<file path="src/rtl/umpq_pkg.sv">
// Shared types and constants for the unsorted max priority queue.
// No dependencies; used by umpq_cell and unsorted_max_priority_queue.
`default_nettype none

package umpq_pkg;

   localparam int DEPTH_DEFAULT = 16;
   localparam int DATA_W        = 32;

   typedef enum logic [1:0] {
      MODE_PUSH  = 2'd0,
      MODE_POP   = 2'd1,
      MODE_CLEAR = 2'd2
   } mode_type;

   typedef enum logic [1:0] {
      ST_IDLE,
      ST_SCAN,
      ST_HOLD
   } state_type;

   // per-cell update strobes, decoded by the top level
   typedef struct packed {
      logic clear;
      logic load;
      logic shift;
   } cell_ctrl_type;

   // running maximum handed along the chain
   typedef struct packed {
      logic              ok;
      logic [DATA_W-1:0] value;
      logic [DATA_W-1:0] prio;
   } best_type;

endpackage

`default_nettype wire

</file>
<file path="src/rtl/umpq_cell.sv">
// One queue slot: holds a value/priority pair, shifts down from its upper
// neighbor on a pop, and folds its entry into the running maximum. Uses umpq_pkg.
`default_nettype none

module umpq_cell #(
   parameter int IDX_W    = 4,
   parameter int CELL_IDX = 0
) (
   input  wire                            clock,
   input  wire                            reset,
   input  umpq_pkg::cell_ctrl_type        ctrl,
   input  wire [umpq_pkg::DATA_W-1:0]     push_value,
   input  wire [umpq_pkg::DATA_W-1:0]     push_prio,
   input  wire                            nb_occ,
   input  wire [umpq_pkg::DATA_W-1:0]     nb_value,
   input  wire [umpq_pkg::DATA_W-1:0]     nb_prio,
   input  umpq_pkg::best_type             best_prev,
   input  wire [IDX_W-1:0]                best_idx_prev,
   output logic                           occ,
   output logic [umpq_pkg::DATA_W-1:0]    value,
   output logic [umpq_pkg::DATA_W-1:0]    prio,
   output umpq_pkg::best_type             best_next,
   output logic [IDX_W-1:0]               best_idx_next
);

   logic                        occ_ff, occ_in;
   logic [umpq_pkg::DATA_W-1:0] value_ff, value_in;
   logic [umpq_pkg::DATA_W-1:0] prio_ff, prio_in;
   umpq_pkg::best_type          best_ff, best_in;
   logic [IDX_W-1:0]            best_idx_ff, best_idx_in;
   logic                        own_win;

   always_comb begin
      occ_in   = occ_ff;
      value_in = value_ff;
      prio_in  = prio_ff;
      if (ctrl.clear) begin
         occ_in = 1'b0;
      end else if (ctrl.load) begin
         occ_in   = 1'b1;
         value_in = push_value;
         prio_in  = push_prio;
      end else if (ctrl.shift) begin
         occ_in   = nb_occ;
         value_in = nb_value;
         prio_in  = nb_prio;
      end
   end

   // strict greater keeps the earliest entry among equal priorities
   assign own_win = occ_ff &&
                    (!best_prev.ok || ($signed(prio_ff) > $signed(best_prev.prio)));

   always_comb begin
      if (own_win) begin
         best_in.ok    = 1'b1;
         best_in.value = value_ff;
         best_in.prio  = prio_ff;
         best_idx_in   = IDX_W'(CELL_IDX);
      end else begin
         best_in     = best_prev;
         best_idx_in = best_idx_prev;
      end
   end

   always_ff @(posedge clock) begin
      if (reset) begin
         occ_ff     <= 1'b0;
         best_ff.ok <= 1'b0;
      end else begin
         occ_ff     <= occ_in;
         best_ff.ok <= best_in.ok;
      end
      value_ff      <= value_in;
      prio_ff       <= prio_in;
      best_ff.value <= best_in.value;
      best_ff.prio  <= best_in.prio;
      best_idx_ff   <= best_idx_in;
   end

   assign occ           = occ_ff;
   assign value         = value_ff;
   assign prio          = prio_ff;
   assign best_next     = best_ff;
   assign best_idx_next = best_idx_ff;

endmodule

`default_nettype wire

</file>
<file path="src/rtl/unsorted_max_priority_queue.sv">
// Top level of the unsorted max priority queue: control FSM, fill count and
// the chain of umpq_cell slots. Uses umpq_pkg and umpq_cell.
//
//  channel | dir | handshake               | payload
//  req     | in  | req_tvalid / req_tready | tuser: mode; tdata: value, priority
//  rsp     | out | rsp_tvalid / rsp_tready | tdata: head, status
//
// An item is applied to the cells on the accepting edge; the running maximum
// then ripples through the chain, one cell per cycle, and the result register
// is loaded once the scan is done. One item is in flight at a time. A result
// waiting on rsp_tready holds the block in place; the next item is taken once
// the result register has been loaded. Reset empties the queue.
`default_nettype none

module unsorted_max_priority_queue #(
   parameter int DEPTH = umpq_pkg::DEPTH_DEFAULT,
   localparam int CNT_W = $clog2(DEPTH + 1),
   localparam int RSP_W = ((2 * umpq_pkg::DATA_W + 3 + CNT_W + 7) / 8) * 8
) (
   input  wire                               clock,
   input  wire                               reset,
   input  wire                               req_tvalid,
   output logic                              req_tready,
   input  wire [2*umpq_pkg::DATA_W-1:0]      req_tdata,  // item_value, item_priority
   input  wire [1:0]                         req_tuser,  // mode
   output logic                              rsp_tvalid,
   input  wire                               rsp_tready,
   // head_value, head_priority, head_valid, entry_total, queue_full, accepted, zero pad
   output logic [RSP_W-1:0]                  rsp_tdata
);

   localparam int IDX_W = (DEPTH > 1) ? $clog2(DEPTH) : 1;
   localparam int DW    = umpq_pkg::DATA_W;

   umpq_pkg::state_type state_ff, state_in;
   logic [CNT_W-1:0]    count_ff, count_in;
   logic [CNT_W-1:0]    scan_ff, scan_in;
   logic [IDX_W-1:0]    head_idx_ff, head_idx_in;
   logic                ok_ff, ok_in;
   logic                rsp_valid_ff, rsp_valid_in;
   logic [RSP_W-1:0]    rsp_data_ff, rsp_data_in;

   logic                req_fire, scan_done, load_rsp;
   logic                do_push, do_pop, do_clear;
   umpq_pkg::mode_type  mode;
   logic [DW-1:0]       push_value, push_prio;

   umpq_pkg::cell_ctrl_type ctrl [DEPTH];
   logic                    occ_q [DEPTH];
   logic [DW-1:0]           val_q [DEPTH];
   logic [DW-1:0]           pri_q [DEPTH];
   umpq_pkg::best_type      best_q [DEPTH];
   logic [IDX_W-1:0]        bidx_q [DEPTH];

   assign mode       = umpq_pkg::mode_type'(req_tuser);
   assign push_value = req_tdata[DW-1:0];
   assign push_prio  = req_tdata[2*DW-1:DW];
   assign req_fire   = req_tvalid && req_tready;
   assign scan_done  = (scan_ff == CNT_W'(DEPTH));

   // operation decode
   always_comb begin
      do_push  = 1'b0;
      do_pop   = 1'b0;
      do_clear = 1'b0;
      ok_in    = ok_ff;
      count_in = count_ff;
      if (req_fire) begin
         ok_in = 1'b0;
         unique case (mode)
            umpq_pkg::MODE_PUSH: begin
               if (count_ff != CNT_W'(DEPTH)) begin
                  do_push  = 1'b1;
                  ok_in    = 1'b1;
                  count_in = count_ff + 1'b1;
               end
            end
            umpq_pkg::MODE_POP: begin
               if (count_ff != '0) begin
                  do_pop   = 1'b1;
                  ok_in    = 1'b1;
                  count_in = count_ff - 1'b1;
               end
            end
            umpq_pkg::MODE_CLEAR: begin
               do_clear = 1'b1;
               ok_in    = 1'b1;
               count_in = '0;
            end
            default: begin
            end
         endcase
      end
   end

   // next state
   always_comb begin
      state_in = state_ff;
      unique case (state_ff)
         umpq_pkg::ST_IDLE: if (req_fire) state_in = umpq_pkg::ST_SCAN;
         umpq_pkg::ST_SCAN: begin
            if (scan_done) begin
               state_in = load_rsp ? umpq_pkg::ST_IDLE : umpq_pkg::ST_HOLD;
            end
         end
         umpq_pkg::ST_HOLD: if (load_rsp) state_in = umpq_pkg::ST_IDLE;
         default:           state_in = umpq_pkg::ST_IDLE;
      endcase
   end

   // FSM outputs
   always_comb begin
      req_tready = 1'b0;
      load_rsp   = 1'b0;
      unique case (state_ff)
         umpq_pkg::ST_IDLE: req_tready = 1'b1;
         umpq_pkg::ST_SCAN: load_rsp   = scan_done && (!rsp_valid_ff || rsp_tready);
         umpq_pkg::ST_HOLD: load_rsp   = !rsp_valid_ff || rsp_tready;
         default: begin
         end
      endcase
   end

   always_comb begin
      scan_in = scan_ff;
      if (req_fire) begin
         scan_in = '0;
      end else if (state_ff == umpq_pkg::ST_SCAN && !scan_done) begin
         scan_in = scan_ff + 1'b1;
      end
   end

   always_comb begin
      head_idx_in  = head_idx_ff;
      rsp_data_in  = rsp_data_ff;
      rsp_valid_in = rsp_valid_ff;
      if (rsp_tready) begin
         rsp_valid_in = 1'b0;
      end
      if (load_rsp) begin
         head_idx_in  = bidx_q[DEPTH-1];
         rsp_valid_in = 1'b1;
         rsp_data_in  = RSP_W'({ok_ff,
                                (count_ff == CNT_W'(DEPTH)),
                                count_ff,
                                best_q[DEPTH-1].ok,
                                best_q[DEPTH-1].ok ? best_q[DEPTH-1].prio  : {DW{1'b0}},
                                best_q[DEPTH-1].ok ? best_q[DEPTH-1].value : {DW{1'b0}}});
      end
   end

   always_ff @(posedge clock) begin
      if (reset) begin
         state_ff     <= umpq_pkg::ST_IDLE;
         count_ff     <= '0;
         scan_ff      <= '0;
         head_idx_ff  <= '0;
         ok_ff        <= 1'b0;
         rsp_valid_ff <= 1'b0;
      end else begin
         state_ff     <= state_in;
         count_ff     <= count_in;
         scan_ff      <= scan_in;
         head_idx_ff  <= head_idx_in;
         ok_ff        <= ok_in;
         rsp_valid_ff <= rsp_valid_in;
      end
      rsp_data_ff <= rsp_data_in;
   end

   assign rsp_tvalid = rsp_valid_ff;
   assign rsp_tdata  = rsp_data_ff;

   // cell chain
   for (genvar i = 0; i < DEPTH; i++) begin : g_cell
      umpq_pkg::best_type best_prev;
      logic [IDX_W-1:0]   bidx_prev;
      logic               nb_occ;
      logic [DW-1:0]      nb_val, nb_pri;

      assign ctrl[i].clear = do_clear;
      assign ctrl[i].load  = do_push && (count_ff == CNT_W'(i));
      assign ctrl[i].shift = do_pop && (IDX_W'(i) >= head_idx_ff);

      if (i == 0) begin : g_first
         assign best_prev = '0;
         assign bidx_prev = '0;
      end else begin : g_link
         assign best_prev = best_q[i-1];
         assign bidx_prev = bidx_q[i-1];
      end

      if (i == DEPTH - 1) begin : g_last
         assign nb_occ = 1'b0;
         assign nb_val = '0;
         assign nb_pri = '0;
      end else begin : g_up
         assign nb_occ = occ_q[i+1];
         assign nb_val = val_q[i+1];
         assign nb_pri = pri_q[i+1];
      end

      umpq_cell #(
         .IDX_W    (IDX_W),
         .CELL_IDX (i)
      ) u_cell (
         .clock         (clock),
         .reset         (reset),
         .ctrl          (ctrl[i]),
         .push_value    (push_value),
         .push_prio     (push_prio),
         .nb_occ        (nb_occ),
         .nb_value      (nb_val),
         .nb_prio       (nb_pri),
         .best_prev     (best_prev),
         .best_idx_prev (bidx_prev),
         .occ           (occ_q[i]),
         .value         (val_q[i]),
         .prio          (pri_q[i]),
         .best_next     (best_q[i]),
         .best_idx_next (bidx_q[i])
      );
   end

endmodule

`default_nettype wire

</file>
<file path="config.mk">
export PLATFORM = sky130hd
export DESIGN_NAME = unsorted_max_priority_queue
export DESIGN_NICKNAME = d
export VERILOG_FILES = /design/src/rtl/umpq_pkg.sv /design/src/rtl/umpq_cell.sv /design/src/rtl/unsorted_max_priority_queue.sv
export SDC_FILE = /design/constraint.sdc
export NUM_CORES = 2
export LEC_CHECK = 0
export CORE_AREA = 5 5 472 474
export CTS_BUF_LIST = sky130_fd_sc_hd__clkbuf_4
export DETAILED_ROUTE_END_ITERATION = 6
export DIE_AREA = 0 0 477 479
export DONT_BUFFER_PORTS = 1
export HOLD_SLACK_MARGIN = 0.15
export SYNTH_ARGS = -nofsm -noshare
export SYNTH_HDL_FRONTEND = slang
export SYNTH_HIERARCHICAL = 1
export SYNTH_SLANG_ARGS = --single-unit
</file>
<file path="constraint.sdc">
create_clock -name clock -period 7.41 [get_ports clock]
set_clock_uncertainty 0.15 [all_clocks]
set_input_delay 1.1115 -clock clock [delete_from_list [all_inputs] [get_ports clock]]
set_output_delay 1.1115 -clock clock [all_outputs]
set_load 0.005 [all_outputs]
</file>
==> metrics.md <==
| Metric | Value |
|---|---|
| Fillers | roughly 19,000 |
| Dominant synthesized flop cell | dfxtp_1 |
| Combinational share of power | under 10% |
| Reg-to-reg endpoint | g_cell[10].u_cell/prio[20] |
| Core ar. | around 220,000 µm² |
| Asr flop ratio synth | 0% |
| Hold Crit Start | g_cell[9].u_cell/best_idx_next[1] |
| Commonest non-fill, non-tap cells in the layout | mux2_2 (1,792), dfxtp_1 (1,137), edfxtp_1 (1,096) |
| Vias/cell | roughly 5.2 |
| Via count | approximately 56,000 |
| Critical path startpoint category | flip-flop |
| Fin cells | 10,900 |
| Gp weighted congestion | roughly 0.8 |
| Synth cell types | 66 |
| Critical Path End | g_cell[10].u_cell/prio[20] |
| Final wirelength | 239,000 µm |
| Post-CTS sizing | 0 |
| Synthesized area | between 90,000 and 100,000 µm² |
| Register area share after synthesis | approximately 57% |
| Clock slew at reported path FFs | approximately 0.07 ns |
| # DRC | 0 |
| EDFF count, synth | approximately 1,100 |
| Synth Area in Adders | 6.75% |
| Initial DRC Count | roughly 3,000 |
| Internal power | 21.0 mW |
| Status | finished clean |
| CP Max Fanout | 47 |
| Reg2reg path depth | 9 |
| Reg area | 55,700 µm² |
| CP startpoint | state_ff[1] |
| Largest family of logic cells by synthesized area | multiplexers |
| CTS Hold Bufs | 73 |
| Root Driver | clkbuf_4 |
| Share of power burned in the clock network | around two fifths |
| Min Tclk post-route | around 4.7 ns |
| Die Width | between 400 and 500 µm |
| LEAKAGE | 44.3 nW |
| Seq pwr share | roughly half |
| Clock Latency Late Sink | 1.35 ns |
| Fraction of power spent switching nets | 23.9% |
| Vias in the first global route | around 59,000 |
| Multiplexer area fraction after synthesis | between 20% and 30% |
| Wire per inst | between 20 and 25 µm |
| Synth warn | 6 |
| Simple-gate share of the synthesized area | around 3.9% |
| Synthesized area per cell | around 14 µm² |
| Placement Setup Slack | 2.04 ns |
| Final setup viols | 0 |
| Final HPWL DP | about 160,000 µm |
| FF-to-FF setup slack | roughly 2.7 ns |
| Global route overflow | 0 |
| Clock Path Buffers | 4 |
| Peak Freq | 213 MHz |
| CTS tree | built |
| Largest net degree at the start of global routing | slightly below 70 |
| Xor-xnor portion of the synthesized cell area | less than 1% |
| Dpl cells | just under 10,000 |
| Die H | between 400 and 500 µm |
| Sink Count | roughly 2,200 |
| Slew @ Worst Pin | 1.22 ns |
| Worst setup margin | between 2 and 3 ns |
| Setup TNS | 0 ns |
| IO Count | between 100 and 150 |
| Tightest Hold Check Type | reg2reg |
| Final net count | approximately 8,100 |
| Wire length of the first global-routing pass | 362,000 µm |
| Unrepaired setup endpoints after global routing | no |
| Site Rows | about 170 |
| Peak supply drop | about 100 µV |
| Die area | 228,000 µm² |
| Endpoints failing hold | 0 |
| PwrDens | about 250 nW/µm² |
| Initial antenna violation count | a little over 40 |
| Area grow syn2layout | 12.7% |
| Multi-input gate area | between 30,000 and 40,000 µm² |
| Yosys reg bits | between 2,000 and 2,500 |
| Req. time, crit path | 8.16 ns |
| Initial Util | roughly 45% |
| I/O Buffers | 0 |
| Post-CTS Setup Inserts | 0 |
| Total track usage | 20.6% |
| Rel. slew slack | 18.4% |
| Psw | 6.59 mW |
| Tcrit/Tclk final | 63.4% |
| Setup Crit Path Kind | reg2reg |
| DRT Pass-1 Iters | 7 |
| Max Cap Violations | 0 |
| Most common cell after layout, fill and taps aside | mux2_2 |
| Hold slack | around 0.25 ns |
| Slew Viols, Final | 0 |
| Routed Antenna Nets | 0 |
| Layout cell share with drive strength beyond 1 | 41.0% |
| Critical R2R Launch | state_ff[1] |
| Cells after synthesis | about 6,800 |
| Htree depth | 6 |
| Post-synthesis compound-gate area fraction | under 10% |
| Crit path DAT | approximately 5.4 ns |
| Num CTS Buffers | between 600 and 700 |
| Crit. End Element | flip-flop |
## area by class of cell
class                   count  share of cell area (%)
multi-input cells        3910                    35.4
clock buffers             985                    6.72
repair buffers            161                    1.36
inverters                 608                    2.07
diodes                     11                  0.0250
flip-flops and latches   2234                    50.6
clock inverters            95                   0.471
well taps                2871                    3.27
## Yosys cell counts (6+ instances only)
master        n  area share (%)
a2111o_1     16            0.18
a2111oi_2    16            0.25
a211oi_1     65            0.50
a21o_1       33            0.25
a21oi_1     218             1.1
a221oi_1     16            0.14
a221oi_4     15            0.40
a31o_2       15            0.13
a31oi_1       6           0.038
and2_1      112            0.72
buf_4        63            0.48
buf_6        33            0.38
buf_8        15            0.23
clkbuf_1    122            0.47
dfxtp_1    1138              23
edfxtp_1   1096              34
ha_1        527             6.8
inv_1       607             2.3
mux2_1       16            0.18
mux2_2     1792              21
mux2_4      241             3.7
mux2i_1       6           0.062
nand2_1     107            0.41
nand2b_1     43            0.28
nand3_1      52            0.27
nand3_2      16            0.16
nand4_1      98            0.63
nor2_1       74            0.28
nor2b_1      20            0.13
nor3_1       53            0.27
nor4_1       18            0.12
nor4_2       16            0.21
nor4b_2      16            0.25
o211ai_1     32            0.25
o21ai_0      66            0.34
## kinds of logic after synthesis
kind of cell | Yosys count
compound gates | 511
mux | 2055
xor+xnor | 5
flops | 2234
fa+ha+maj | 527
other cells | 1
buf+inv | 846
simple gates | 646
## metrics by stage
| stage | cell area (µm²) | power [mW] | util [%] |
|---|---|---|---|
| global route | 110000 | 29.0 | 50.3 |
| finish | 110000 | 27.6 | 50.4 |
| global placement | 101000 | 16.4 | 46.4 |
| detailed placement | 101000 | 16.4 | 46.4 |
| floorplan | 98300 | 15.8 | - |
| CTS | 110000 | 28.0 | 50.3 |
## power groups by stage
| stage | sequential, mW | clock [mW] | combinational, mW |
|---|---|---|---|
| finish | 14.1 | 11.2 | 2.22 |
| detailed placement | 14.4 | 0 | 2.05 |
| floorplan | 14.2 | 0 | 1.56 |
| global route | 14.2 | 12.4 | 2.47 |
| CTS | 14.1 | 11.7 | 2.22 |
| global placement | 14.4 | 0 | 1.99 |
## how the worst min path moves through the flow
stage | cells after the start | endpoint | slack (ns)
2_1_floorplan | 1 | g_cell[10].u_cell/best_idx_next[1] | 0.24
3_3_place_gp | 1 | g_cell[1].u_cell/best_idx_next[0] | 0.24
3_5_place_dp | 1 | g_cell[6].u_cell/best_idx_next[1] | 0.24
4_1_cts | 1 | g_cell[6].u_cell/best_idx_next[1] | 0.25
5_1_grt | 1 | g_cell[14].u_cell/best_idx_next[3] | 0.27
6_report | 1 | g_cell[10].u_cell/best_idx_next[1] | 0.25
## worst max-delay path: stages (launching register included)
cell      delay [ns]
dfxtp_1         0.34
inv_1           0.10
ha_1            0.30
and3_1          0.57
nand3b_1        0.46
nor2_4          0.18
buf_4           0.44
nor2_1          0.24
nor2_4          0.70
buf_4           0.66
## registers in the layout, summed over array words and instances (netlist names)
signal / flops
count_ff: 5
g_cell.u_cell/best_idx_next: 64
g_cell.u_cell/best_next: 1040
g_cell.u_cell/occ: 16
g_cell.u_cell/prio: 512
g_cell.u_cell/value: 512
head_idx_ff: 4
ok_ff: 1
rsp_tdata: 72
rsp_tvalid: 1
scan_ff: 5
state_ff: 2
## per-layer routing
metal  GRT usage (%)  share of wire (%)  vias to the layer above
li1                -                  -                    26700
met1            27.5                 46                    27800
met2            34.3                 47                     1235
met3            3.91                4.5                      402
met4            5.82                2.1                        2
met5               0             0.0054                        -
(Power assumes the default switching activity.)
